===== src/rtl/pci_pkg.sv =====
// shared constants, codes and control structs of the partition cell individualizer
package pci_pkg;

   localparam int MAX_VERTICES_DEF = 64;
   localparam int MAX_CELLS_DEF    = 128;

   // operation codes
   localparam logic [2:0] OP_SET   = 3'd0;
   localparam logic [2:0] OP_ADD   = 3'd1;
   localparam logic [2:0] OP_INDIV = 3'd2;
   localparam logic [2:0] OP_QUERY = 3'd3;
   localparam logic [2:0] OP_REP   = 3'd4;

   // status codes
   localparam logic [1:0] ST_OK    = 2'd0;
   localparam logic [1:0] ST_RANGE = 2'd1;
   localparam logic [1:0] ST_UNIT  = 2'd2;
   localparam logic [1:0] ST_EMPTY = 2'd3;

   // datapath phase commands
   localparam logic [3:0] PH_IDLE  = 4'd0;
   localparam logic [3:0] PH_READ  = 4'd1;
   localparam logic [3:0] PH_SZRD  = 4'd2;
   localparam logic [3:0] PH_EXEC  = 4'd3;
   localparam logic [3:0] PH_NEWSZ = 4'd4;
   localparam logic [3:0] PH_RR_V  = 4'd5;
   localparam logic [3:0] PH_RR_U  = 4'd6;
   localparam logic [3:0] PH_RR_W  = 4'd7;
   localparam logic [3:0] PH_SCAN  = 4'd8;
   localparam logic [3:0] PH_DONE  = 4'd9;

   typedef struct packed {
      logic       capture;
      logic [3:0] phase;
   } cmd_type;

   typedef struct packed {
      logic go_ind;
      logic go_scan;
      logic scan_done;
      logic rr_done;
      logic rr_placed;
      logic out_free;
   } sts_type;

endpackage


===== src/rtl/pci_ctrl.sv =====
// controller state machine sequencing the partition datapath
module pci_ctrl (
   input  logic             clock,
   input  logic             reset,
   input  logic             req_valid,
   output logic             req_ready,
   input  pci_pkg::sts_type sts,
   output pci_pkg::cmd_type cmd
);

   localparam logic [3:0] S_IDLE = 4'd0;
   localparam logic [3:0] S_RD   = 4'd1;
   localparam logic [3:0] S_SZ   = 4'd2;
   localparam logic [3:0] S_EX   = 4'd3;
   localparam logic [3:0] S_NS   = 4'd4;
   localparam logic [3:0] S_RRV  = 4'd5;
   localparam logic [3:0] S_RRU  = 4'd6;
   localparam logic [3:0] S_RRW  = 4'd7;
   localparam logic [3:0] S_SCAN = 4'd8;
   localparam logic [3:0] S_DONE = 4'd9;

   logic [3:0] state_ff, state_in;

   assign req_ready = (state_ff == S_IDLE);

   always_comb begin
      state_in    = state_ff;
      cmd.capture = 1'b0;
      cmd.phase   = pci_pkg::PH_IDLE;
      unique case (state_ff)
         S_IDLE: begin
            cmd.capture = req_valid;
            if (req_valid) state_in = S_RD;
         end
         S_RD: begin
            cmd.phase = pci_pkg::PH_READ;
            state_in  = S_SZ;
         end
         S_SZ: begin
            cmd.phase = pci_pkg::PH_SZRD;
            state_in  = S_EX;
         end
         S_EX: begin
            cmd.phase = pci_pkg::PH_EXEC;
            if (sts.go_ind) state_in = S_NS;
            else if (sts.go_scan) state_in = S_SCAN;
            else state_in = S_DONE;
         end
         S_NS: begin
            cmd.phase = pci_pkg::PH_NEWSZ;
            state_in  = S_RRV;
         end
         S_RRV: begin
            cmd.phase = pci_pkg::PH_RR_V;
            if (sts.rr_done) state_in = S_DONE;
            else if (sts.rr_placed) state_in = S_RRU;
         end
         S_RRU: begin
            cmd.phase = pci_pkg::PH_RR_U;
            if (sts.scan_done) state_in = S_RRW;
         end
         S_RRW: begin
            cmd.phase = pci_pkg::PH_RR_W;
            state_in  = S_RRV;
         end
         S_SCAN: begin
            cmd.phase = pci_pkg::PH_SCAN;
            if (sts.scan_done) state_in = S_DONE;
         end
         S_DONE: begin
            cmd.phase = pci_pkg::PH_DONE;
            if (sts.out_free) state_in = S_IDLE;
         end
         default: state_in = S_IDLE;
      endcase
   end

   always_ff @(posedge clock) begin
      if (reset) state_ff <= S_IDLE;
      else state_ff <= state_in;
   end

`ifndef SYNTHESIS
   a_accept_reads: assert property (@(posedge clock) disable iff (reset)
      (req_valid && req_ready) |=> (state_ff == S_RD))
      else $error("accepted request did not start a read");
`endif

endmodule


===== config.mk =====
export PLATFORM = sky130hd
export DESIGN_NAME = pci_ctrl
export DESIGN_NICKNAME = d
export VERILOG_FILES = /design/src/rtl/pci_pkg.sv /design/src/rtl/pci_ctrl.sv
export SDC_FILE = /design/constraint.sdc
export NUM_CORES = 1
export LEC_CHECK = 0
export ABC_CLOCK_PERIOD_IN_PS = 1620
export BUFFER_PORTS_ARGS = -buffer_cell sky130_fd_sc_hd__buf_2
export CORE_AREA = 2 2 39 41
export CTS_CLUSTER_DIAMETER = 100
export DETAILED_ROUTE_END_ITERATION = 8
export DIE_AREA = 0 0 41 43
export PLACE_DENSITY = 0.6
export SETUP_SLACK_MARGIN = 0.15
export SLEW_MARGIN = 20
export SYNTH_ARGS = -nofsm -noshare
export SYNTH_HDL_FRONTEND = slang
export SYNTH_SLANG_ARGS = --single-unit

===== constraint.sdc =====
create_clock -name clock -period 1.62 [get_ports clock]
set_clock_uncertainty 0.05 [all_clocks]
set_input_delay 0.162 -clock clock [delete_from_list [all_inputs] [get_ports clock]]
set_output_delay 0.162 -clock clock [all_outputs]
set_load 0.02 [all_outputs]

-- Yosys cells after proc, flatten, opt, wreduce, memory -nomap -nowiden
Index checks and enable logic that the tools add are counted.
- logic and storage cells: 29
- input bits: 9
- register bits: 4
- equality and inequality tests: 14
- reductions and logical operators: 3
- mux-type cells: 11
- operators with widths (kind ; number):
    $pmux 4 s9 ; 2
    $mux 4 ; 7
    $eq 4x3->1 const B ; 4
    $eq 4x2->1 const B ; 2
    $eq 4x4->1 const B ; 2
    $ne 2x2->1 const B ; 4
    $reduce_and 5->1 ; 1
    $eq 4x1->1 const B ; 1
    $logic_not 4->1 ; 1
    $ne 3x3->1 const B ; 1
    $mux 1 ; 2
    $reduce_or 2->1 ; 1

-- Longest topological paths before layout
Gate-level depths: netlist of the first run.
- depth after elaboration: 3
- gate-level depth with buffers: 5

-- Least setup slack after synthesis of the first run
No wires, ideal clock.
- path type: reg2out
- from: register state_ff[0]
- to: output cmd[4] (netlist name)
- arrival: 1.451 ns
- path slack: -0.043 ns
- data required time: 1.408 ns
- cell stages (with the launch flop): 5
- cells stage by stage: dfxtp_1 buf_2 or3_4 nor2_1 and2_1
- RTL lines (item ; RTL line ; source):
    start: declaration ; pci_ctrl.sv:22 ; logic [3:0] state_ff, state_in;
    start signal: assignment ; pci_ctrl.sv:80 ; else state_ff <= state_in;
    end: declaration ; pci_ctrl.sv:8 ; output pci_pkg::cmd_type cmd

==> summary.md, run 1 <==
| Metric | Value |
|---|---|
| Mapped Avg Cell Area | 7.997 um2 |
| Yosys cell types | 24 |
| # hold bufs at CTS | 0 |
| Sequential area share after synthesis | a little over a fifth |
| Final ANT Viol Nets | 0 |
| WP buf/inv | 1 |
| Max incr delay on CP | roughly 0.39 ns |
| Clock network fraction of total power | 13.7% |
| Max clock buf depth | 2 |
| Max Fclk | around 660 MHz |
| Site row count | 14 |
| Final setup fails | 0 |
| I/O pins | 15 |
| Synth warnings | 0 |
| CP endpoint kind | output pin |
| Status | finished, final reports clean |
| Layout cells sized above 1 | 53.73% |
| Core area | around 1400 um2 |
| Final wirelength | slightly below 900 um |
| Die W | 41 um |
| P&R area growth vs syn | 50.68% |
| Crit-path max FO | 5 |
| Routed WL per cell | approximately 10 um |
| Part of the power in registers | a little under a fifth |
| Largest net degree at the start of global routing | 12 |
| Via count | ~390 |
| Vias in the first global route | 350 |
| Fin Setup TNS | 0 ns |
| Starting Density | between 20% and 30% |
| Synthesized area | 367.9 um2 |
| #FFs+latches synth | 4 |
| Cell Int Power | 551.5 uW |
| Diode count | 0 |
| Cell Area, Placed | between 400 and 500 um2 |
| Hold Crit Class | in2reg |
| Via density per instance | about 4.7 |
| DRC | 0 |
| Gpl congestion | approximately 0.63 |
| Worst-Margin Slew | just under 0.3 ns |
| Comb pwr share | just under 70% |
| Iter 0 DRT Violations | 5 |
| Largest register FFs | 4 |
| Sw frac | roughly two fifths |
| Worst-path clk slew | about 0.04 ns |
| CP max-delay cell | or3_4 |
| RSZ-0062 raised after global routing | yes |
| Crit path DAT | 1.31 ns |
| Mapped Nets | 55 |
| Power per cell area | roughly 1700 nW/um2 |
| Die height | ~43 um |
| Tcrit/Tclk final | 94.14% |
| Worst-path cell chain | or3_4 -> nor2_4 -> and2_2 -> buf_6 |
| Syn Inst Count | 46 |
| Max-Cap Viols | 0 |
| Top reg by flops | state_ff |
| Maximum VDD drop | 505.8 uV |
| Clk sink count | 4 |
| Remaining global-route overflow | 0 |
| Overall Global Routing Usage | 11.53% |
| Pre-antenna DRT Iters | 4 |
| Largest regs | state_ff x4 |
| Kind of critical path | reg2out |
| CP required | roughly 1.4 ns |
| H-tree Lvls | 1 |
| Root buf cell | clkbuf_4 |
| Nets | just under 80 |
| Min Tclk post-route | ~1.5 ns |
| CTS tree | yes |
| Die area | roughly 1800 um2 |
| Cts bufs inserted | 3 |
| Port Buffer Count | 14 |
| Switching power | 374.6 uW |
| Initial antenna violation count | 0 |
| Skew-Pair Late Insertion Delay | approximately 0.24 ns |
| Final hold violation count | 0 |
| Max_slew headroom | 80.55% |
| Crit path launch type | flop |
| Max-slew violation count | 0 |
| Design area | between 500 and 600 um2 |
| DP HPWL | approximately 620 um |
| Global-route wire length before repair | between 1000 and 1500 um |
| Top delay family on crit path | simple AND/OR/NAND/NOR gates |
| Leakage | between 0.2 and 0.25 nW |
[metal layers]
| metal | vias to the layer above | routed length (um) | global-route usage (%) |
|---|---|---|---|
| li1 | 211 | - | - |
| met1 | 169 | 399 | 12.82 |
| met2 | 9 | 413 | 17.81 |
| met3 | 0 | 54 | 3.141 |
| met4 | 0 | 0 | 8.000 |
| met5 | - | 0 | 0 |
[power by group through the flow]
| stage | registers (mW) | clock network [mW] | logic [mW] |
|---|---|---|---|
| floorplan | 0.143 | 0 | 0.415 |
| global placement | 0.164 | 0 | 0.534 |
| detailed placement | 0.165 | 0 | 0.534 |
| CTS | 0.167 | 0.133 | 0.593 |
| global route | 0.173 | 0.135 | 0.686 |
| finish | 0.170 | 0.126 | 0.629 |
[kinds of logic after synthesis]
group / synth area share [%]
muxes: 2.721
AOI/OAI and AO/OA: 28.23
DFF: 21.77
buffers and inverters: 7.484
and+or+nand+nor: 39.80
[stage by stage]
step                      hold WS, ns  worst slack [ns]  util (%)  total power, mW  std cells
final                         0.06896           0.09495     40.05           0.9260         83
after global routing          0.07281           0.04870     40.05           0.9942         83
after CTS                     0.05938           0.07397     38.52           0.8935         82
after detailed placement       0.3171            0.1232     34.99           0.6988         77
after global placement         0.3231            0.1478     34.99           0.6985         77
after floorplan                0.1888            0.1754         -           0.5580         46
[cell usage after synthesis, drive strengths merged]
library cell / count / area (um2)
or3: 1 / 11.26
a31oi: 1 / 21.27
nor3: 2 / 10.01
or4b: 1 / 13.76
o21a: 2 / 15.01
or4: 1 / 11.26
nor2: 4 / 15.01
inv: 2 / 7.510
nand2: 2 / 7.510
o22ai: 2 / 12.51
mux2i: 1 / 10.01
dfxtp: 4 / 80.08
nor2b: 4 / 25.02
nand4bb: 1 / 11.26
o311a: 1 / 10.01
a221oi: 1 / 15.01
nor4: 1 / 6.260
buf: 4 / 20.02
nor3b: 1 / 7.510
and2: 3 / 18.77
nor4b: 1 / 8.760
o21ai: 3 / 15.01
a21oi: 3 / 15.01
[cell usage in the layout, fill, tap and decap left out]
cell,Yosys,layout
a21oi_1,3,3
a221oi_2,1,1
a31oi_4,1,1
and2_1,3,2
and2_2,0,1
buf_2,4,13
buf_4,0,7
buf_6,0,2
clkbuf_4,0,3
dfxtp_1,4,1
dfxtp_2,0,1
dfxtp_4,0,2
inv_1,2,2
mux2i_1,1,1
nand2_1,2,2
nand4bb_1,1,1
nor2_1,4,3
nor2_4,0,1
nor2b_1,4,4
nor3_1,2,2
nor3b_1,1,1
nor4_1,1,1
nor4b_2,0,1
o21a_1,2,2
o21ai_0,2,1
o21ai_1,1,2
o22ai_1,2,2
o311a_1,1,1
or3_4,1,1
or4_4,1,1
or4b_4,1,1
[path summary, 6_finish.rpt]
| path | slack, ns | start | cells past startpoint | to |
|---|---|---|---|---|
| worst max-delay path | 0.09 | state_ff[1]$_SDFFE_PP0P_ | 4 | cmd[4] |
| worst min-delay path | 0.07 | reset | 2 | state_ff[1]$_SDFFE_PP0P_ |
| worst max register to register | 0.16 | state_ff[1]$_SDFFE_PP0P_ | 5 | state_ff[0]$_SDFFE_PP0P_ |
| worst min register to register | 0.56 | state_ff[3]$_SDFFE_PP0P_ | 2 | state_ff[1]$_SDFFE_PP0P_ |
[cell type report]
type / instances / area, um2
clock buffers: 3 / 22.52
flip-flops and latches: 4 / 88.84
multi-input cells: 36 / 275.3
repair buffers: 22 / 140.1
well taps: 16 / 20.02
fillers: 147 / 829.5
inverters: 2 / 7.507
[timing repair]
action | CTS | global route
setup buffers | 2 | 1
gates resized for setup | 6 | 4
setup endpoints to repair | 4 | 6
hold endpoints to repair | 0 | 0
pin swaps | 2 | 5
Power figures use the tool's default switching activity.
==> inputs of run 2 (changes only) <==
ABC_AREA = 1   (was unset)
PLACE_DENSITY = 0.5   (was 0.6)
SETUP_SLACK_MARGIN = 0.02   (was 0.15)
==> run 2 against run 1 <==
Flip-flop and latch count did not move. Design area is 5.4% lower. Clock-buffer cell count unchanged. Die area is the same. Critical path type unchanged. Via count increased by 28%.
==> summary.md, run 2 <==
| Metric | Value |
|---|---|
| Most area-consuming cells after synthesis | dfxtp_1 20%, nand3_1 16%, nand2_1 14% (was dfxtp_1 22%, nor2b_1 6.8%, a31oi_4 5.8%) |
| Final hold violation count | 0 (unchanged) |
| Max clock buf depth | 2 (unchanged) |
| Mapped Avg Cell Area | 5.657 um2 (was 7.997 um2) |
| Met2 Usage GRT | 21.88% (was 17.81%) |
| Sw frac | 41.31% (was 40.45%) |
| Final ANT Viol Nets | 0 (unchanged) |
| Die height | 43 um (unchanged) |
| Crit path DAT | 1.22 ns (was 1.31 ns) |
| DRC | 0 (unchanged) |
| Hold Crit Class | in2reg (unchanged) |
| Via count | 499 (was 389) |
| Pre-antenna DRT Iters | 4 (unchanged) |
| Remaining global-route overflow | 0 (unchanged) |
| Synthesized area | 401.6 um2 (was 367.9 um2) |
| Starting Density | 29.02% (was 26.58%) |
| H-tree Lvls | 1 (unchanged) |
| Max_slew headroom | 77.52% (was 80.55%) |
| Skew-Pair Late Insertion Delay | 0.23 ns (was 0.24 ns) |
| Largest register FFs | 4 (unchanged) |
| Iter 0 DRT Violations | 10 (was 5) |
| Worst-path clk slew | 0.03 ns (was 0.04 ns) |
| Largest regs | state_ff x4 (unchanged) |
| Top reg by flops | state_ff (unchanged) |
| Root buf cell | clkbuf_4 (unchanged) |
| Fin Setup TNS | 0 ns (unchanged) |
| Synth Area in Adders | 0% (unchanged) |
| Max-slew violation count | 0 (unchanged) |
| Final wirelength | 1049 um (was 866 um) |
| Switching power | 185.1 uW (was 374.6 uW) |
| Share of synthesized area spent on multiplexers | 0% (was 2.721%) |
| Die W | 41 um (unchanged) |
| Commonest cells post-synth | 15 x nand2_1, 13 x nand3_1, 10 x inv_1, 7 x nor2_1, 7 x nor2_2 (was 4 x buf_2, 4 x dfxtp_1, 4 x nor2_1, 4 x nor2b_1) |
| Gr busiest metal | met2 (unchanged) |
| Cts bufs inserted | 3 (unchanged) |
| Gpl congestion | 0.8738 (was 0.6303) |
| Leading cell type in the layout, fill and taps excluded | nand2_1 (was buf_2) |
| Nets | 99 (was 78) |
| Via density per instance | 4.798 (was 4.687) |
| Clock network fraction of total power | 27.3% (was 13.7%) |
| Met3 usage | 3.665% (was 3.141%) |
| Synth area leader | dfxtp_1 (unchanged) |
| #FFs+latches synth | 4 (unchanged) |
| Port Buffer Count | 14 (unchanged) |
| Max Fclk | 696.8 MHz (was 655.7 MHz) |
| Syn Inst Count | 71 (was 46) |
| CTS tree | yes (unchanged) |
| Yosys cell types | 17 (was 24) |
| Sequential area share after synthesis | 19.94% (was 21.77%) |
| Maximum VDD drop | 358.3 uV (was 505.8 uV) |
| # hold bufs at CTS | 0 (unchanged) |
| Commonest cells after routing, fill and taps aside | 15 x nand2_1, 14 x buf_2, 13 x nand3_1, 10 x inv_1, 7 x nor2_1 (was 13 x buf_2, 7 x buf_4, 4 x nor2b_1) |
| Worst-Margin Slew | 0.3367 ns (was 0.2890 ns) |
| DP HPWL | 874.1 um (was 624.4 um) |
| Post-Synth XOR/XNOR Area | 0% (unchanged) |
| Leakage | 0.2815 nW (was 0.2408 nW) |
| Status | finished, final reports clean (unchanged) |
| Clk sink count | 4 (unchanged) |
| Share of the synthesized area in the top cell type | 19.94% (was 21.77%) |
| Crit path launch type | flop (unchanged) |
| Part of the power in registers | 28.8% (was 18.4%) |
| Placed cells | 101 (was 77) |
| Synth Area in Simple Gates | 57.63% (was 39.80%) |
| Max-Cap Viols | 0 (unchanged) |
| Synth warnings | 0 (unchanged) |
| P&R area growth vs syn | 30.53% (was 50.68%) |
| Ys flop type | dfxtp_1 (unchanged) |
| Main combinational cell family by area after synthesis | simple AND/OR/NAND/NOR gates (unchanged) |
| Met1 usage | 17.10% (was 12.82%) |
| Most common cell in the netlist | nand2_1 |
| Comb pwr share | 44.0% (was 68.0%) |
| Overall Global Routing Usage | 15.38% (was 11.53%) |
| Power per cell area | 854.7 nW/um2 (was 1671 nW/um2) |
| Number of enable flip-flop cells after synthesis | 0 (unchanged) |
| Final setup fails | 0 (unchanged) |
| Core area | 1384 um2 (unchanged) |
| Async SR Flop Fraction | 0% (unchanged) |
| Kind of critical path | reg2out (unchanged) |
| Largest net degree at the start of global routing | 9 (was 12) |
| RSZ-0062 raised after global routing | no (was yes) |
| Vias in the first global route | 451 (was 350) |
| Layout cells sized above 1 | 34.09% (was 53.73%) |
| CP endpoint kind | output pin (unchanged) |
| Routed WL per cell | 10.09 um (was 10.43 um) |
| Die area | 1763 um2 (unchanged) |
| Tcrit/Tclk final | 88.58% (was 94.14%) |
| Site row count | 14 (unchanged) |
| Initial antenna violation count | 0 (unchanged) |
| Mapped Nets | 80 (was 55) |
| Post-synthesis compound-gate area fraction | 9.346% (was 28.23%) |
| I/O pins | 15 (unchanged) |
| CP required | 1.41 ns (about the same) |
| Cell Int Power | 263.0 uW (was 551.5 uW) |
| Crit-path max FO | 6 (was 5) |
| Min Tclk post-route | 1.435 ns (was 1.525 ns) |
| Final Instance Count excl. Fillers | 104 (was 83) |
| Diode count | 0 (unchanged) |
| Global-route wire length before repair | 1773 um (was 1366 um) |
## run 2: cell count changes in the layout (fill, tap and decap cells not counted), sizes merged, moves of 3 or more
cell / change
and2: -3
nand2: +13
nand3: +14
buf: -8
inv: +11
nor2b: -4
nor2: +11
## run 2: routing by layer
layer	up-vias	wire (um)	part of all wire [%]
li1	262	-	-
met1	204	443	42
met2	27	491	47
met3	6	82	7.8
met4	0	32	3.1
met5	-	0	0
## run 2: worst paths after layout
kind / start / endpoint / slack [ns] / depth (start not counted)
worst min-delay path: reset / state_ff[3]$_SDFFE_PP0P_ / 0.1 / 2
worst min register to register: state_ff[3]$_SDFFE_PP0P_ / state_ff[3]$_SDFFE_PP0P_ / 0.56 / 2
worst max-delay path: state_ff[3]$_SDFFE_PP0P_ / cmd[4] / 0.18 / 4
worst max register to register: state_ff[2]$_SDFFE_PP0P_ / state_ff[3]$_SDFFE_PP0P_ / 0.32 / 6
## run 2: timing repair
action	CTS	global route
resized for setup	0	2
endpoints found under the setup margin	0	1
buffers inserted	0	0
## run 2: layout make-up
class                      count  area [um2]
fill                         162       859.6
multi-input combinational     53       279.0
sequential                     4       80.08
timing repair buffer          14       70.07
inverter                      14       52.55
clock buffer                   3       22.52
tap                           16       20.02
## run 2: kinds of logic (layout without fill, tap and decap cells)
| family | after synthesis | in the layout |
|---|---|---|
| compound gates | 6 | 6 |
| buf+inv | 14 | 31 |
| flops | 4 | 4 |
| simple gates | 47 | 47 |
## run 2: worst max-delay path, stage by stage (launching register included)
cell	delay (ns)
dfxtp_1	0.39
nor2_4	0.18
inv_1	0.07
nor3_1	0.15
buf_2	0.19
## run 2: per-stage QoR
stage	util, %	setup WS [ns]	hold WS (ns)	power [mW]	cell area (um2)
after CTS	37.16	0.08355	0.08085	0.4521	514.2
after floorplan	-	0.2698	0.1744	0.2652	401.6
final	37.88	0.1849	0.09501	0.4481	524.3
after global placement	35.53	0.3267	0.3276	0.3233	491.7
after global routing	37.88	0.03444	0.09301	0.4933	524.3
after detailed placement	35.53	0.3512	0.3329	0.3231	491.7
## run 2: power groups by stage
stage | logic, mW | registers [mW] | clock network [mW]
2_1_floorplan | 0.141 | 0.125 | 0
3_3_place_gp | 0.196 | 0.128 | 0
3_5_place_dp | 0.195 | 0.128 | 0
4_1_cts | 0.196 | 0.126 | 0.130
5_1_grt | 0.227 | 0.132 | 0.134
6_report | 0.197 | 0.129 | 0.122
==> inputs of run 3 (changes only) <==
ABC_CLOCK_PERIOD_IN_PS = 1300   (was 1620)
PLACE_DENSITY = 0.52   (was 0.5)
clock period = 1.3 ns   (was 1.62 ns; I/O delays follow)
==> run 3 against run 2 <==
Clock-buffer cell count stayed put. Sequential power is 26% higher. Flip-flop and latch count stayed put. Total power is 36% higher. Sequential share of layout area is 0.14 points higher. Critical path type unchanged. Critical path depth stayed put. Combinational power is 52% higher. Highest routed layer unchanged. First-iteration DRC count is 10% lower.
==> summary.md, run 3 (same netlist as run 2, synthesis figures left out) <==
| Metric | Value |
|---|---|
| Placed cells | 101 (unchanged) |
| DRC | 0 (unchanged) |
| Die height | 43 um (unchanged) |
| Largest register FFs | 4 (unchanged) |
| Clk sink count | 4 (unchanged) |
| Worst-path clk slew | 0.04 ns (was 0.03 ns) |
| CP required | 1.12 ns (was 1.41 ns) |
| Min Tclk post-route | ~1.2 ns |
| Die W | 41 um (unchanged) |
| FF-to-FF End | state_ff[3]$_SDFFE_PP0P_ (unchanged) |
| DP HPWL | 824.6 um (was 874.1 um) |
| RR Startpoint | state_ff[2]$_SDFFE_PP0P_ (unchanged) |
| Initial antenna violation count | 0 (unchanged) |
| Place WS | 0.02823 ns (was 0.3512 ns) |
| Site row count | 14 (unchanged) |
| Commonest cells after routing, fill and taps aside | 12 x nand2_1, 12 x nand3_1, 12 x buf_2, 8 x inv_1, 7 x nor2_2 (was 15 x nand2_1, 14 x buf_2, 13 x nand3_1, 10 x inv_1, 7 x nor2_1) |
| Max-slew violation count | 0 (unchanged) |
| Top reg by flops | state_ff (unchanged) |
| H-tree Lvls | 1 (unchanged) |
| Reg2Reg Setup Slack | 0.09 ns (was 0.32 ns) |
| Crit-path max FO | 4 (was 6) |
| Nets | 103 (was 99) |
| Core area | 1384 um2 (unchanged) |
| Largest net degree at the start of global routing | 9 (unchanged) |
| Iter 0 DRT Violations | 9 (was 10) |
| I/O pins | 15 (unchanged) |
| Via density per instance | 4.620 (was 4.798) |
| Status | finished, final reports clean (unchanged) |
| Vias in the first global route | 464 (was 451) |
| Layout cells sized above 1 | 51.09% (was 34.09%) |
| Overall Global Routing Usage | 14.34% (was 15.38%) |
| Starting Density | 29.02% (unchanged) |
| Root buf cell | clkbuf_4 (unchanged) |
| Max-Cap Viols | 0 (unchanged) |
| Power per cell area | 1018 nW/um2 (was 854.7 nW/um2) |
| Port Buffer Count | 14 (unchanged) |
| Post-layout util | 43.40% (was 37.88%) |
| Final setup fails | 0 (unchanged) |
| Diode count | 0 (unchanged) |
| RSZ-0062 raised after global routing | yes (was no) |
| Worst r2r path cells | 8 (was 6) |
| Via count | 499 (unchanged) |
| Routed WL per cell | 9.694 um (was 10.09 um) |
| Final wirelength | 1047 um (was 1049 um) |
| Max Fclk | between 800 and 900 MHz |
| Final worst slack | 0.05398 ns (was 0.1849 ns) |
| Cell depth of the worst hold path | 2 (unchanged) |
| Gpl congestion | 0.8058 (was 0.8738) |
| Largest regs | state_ff x4 (unchanged) |
| Worst Hold End | state_ff[3]$_SDFFE_PP0P_ (unchanged) |
| Crit path DAT | 1.07 ns (was 1.22 ns) |
| Hold Crit Class | in2reg (unchanged) |
| Remaining global-route overflow | 0 (unchanged) |
| Max clock buf depth | 2 (unchanged) |
| P&R area growth vs syn | 49.53% (was 30.53%) |
| Maximum VDD drop | 392.5 uV (was 358.3 uV) |
| Global-route wire length before repair | 1766 um (was 1773 um) |
| Max_slew headroom | 85.77% (was 77.52%) |
| Die area | 1763 um2 (unchanged) |
| Kind of critical path | reg2out (unchanged) |
| Leakage | 0.3073 nW (was 0.2815 nW) |
| Fill count | 158 (was 162) |
| Pre-antenna DRT Iters | 4 (unchanged) |
| CP endpoint kind | output pin (unchanged) |
| CTS tree | yes (unchanged) |
| Crit path launch type | flop (unchanged) |
| Final hold violation count | 0 (unchanged) |
| Skew-Pair Late Insertion Delay | 0.23 ns (about the same) |
| Final Instance Count excl. Fillers | 108 (was 104) |
| Worst-Margin Slew | 0.2107 ns (was 0.3367 ns) |
| Final ANT Viol Nets | 0 (unchanged) |
| Tcrit/Tclk final | ~96% |
| Hold wc startpoint | reset (unchanged) |
| Cts bufs inserted | 3 (unchanged) |
[run 3: cell count changes in the layout (fill, tap and decap cells not counted), sizes merged]
| cell | previous run | this run |
|---|---|---|
| buf | 14 | 18 |
[run 3: report_power, final]
group | internal [mW] | switching, mW | total, mW
combinational | 0.125 | 0.175 | 0.300
sequential | 0.137 | 0.0250 | 0.162
clock | 0.103 | 0.0463 | 0.149
[run 3: final cells by class]
cell class,instances,area [um2],area share [%]
timing repair buffer,18,108.9,18.12
clock buffer,3,22.52,3.750
inverter,14,55.05,9.167
multi-input combinational,53,301.5,50.21
sequential,4,92.59,15.42
tap,16,20.02,3.333
[run 3: worst max path at each step]
stage / from / cells past startpoint / endpoint / slack (ns)
detailed placement: state_ff[3]$_SDFFE_PP0P_ / 8 / state_ff[3]$_SDFFE_PP0P_ / 0.03
global route: state_ff[2]$_SDFFE_PP0P_ / 8 / state_ff[3]$_SDFFE_PP0P_ / -0.01
finish: state_ff[2]$_SDFFE_PP0P_ / 4 / cmd[4] / 0.05
global placement: state_ff[3]$_SDFFE_PP0P_ / 8 / state_ff[3]$_SDFFE_PP0P_ / 0.008
CTS: state_ff[1]$_SDFFE_PP0P_ / 4 / cmd[4] / 0.0007
floorplan: state_ff[2]$_SDFFE_PP0P_ / 8 / state_ff[3]$_SDFFE_PP0P_ / 0.09
[run 3: through the flow]
stage	setup TNS [ns]	total power, mW	area, um2	hold slack, ns
after detailed placement	0	0.4029	496.7	0.2980
after global placement	0	0.4036	496.7	0.2977
after global routing	-0.009528	0.6618	600.6	0.06280
after CTS	0	0.5735	541.8	0.05042
final	0	0.6113	600.6	0.05608
after floorplan	0	0.3338	406.6	0.1424
[run 3: worst max-delay path, stage by stage (launching register included)]
cell     delay, ns
dfxtp_4       0.36
nor2_4        0.11
inv_1         0.07
nor3_2        0.14
buf_4         0.16
[run 3: per-layer routing]
metal | vias to the layer above | routed length [um] | GRT usage [%]
met1 | 212 | 475 | 17.63
met3 | 2 | 53 | 3.141
met5 | - | 0 | 0
met4 | 0 | 4 | 4.000
met2 | 14 | 514 | 23.75
li1 | 271 | - | -
[run 3: timing repair]
item                       CTS  global route
buffers inserted             1             3
setup endpoints to repair    4             9
pin swaps                    1             8
hold buffers                 0             0
resized for setup            5            16
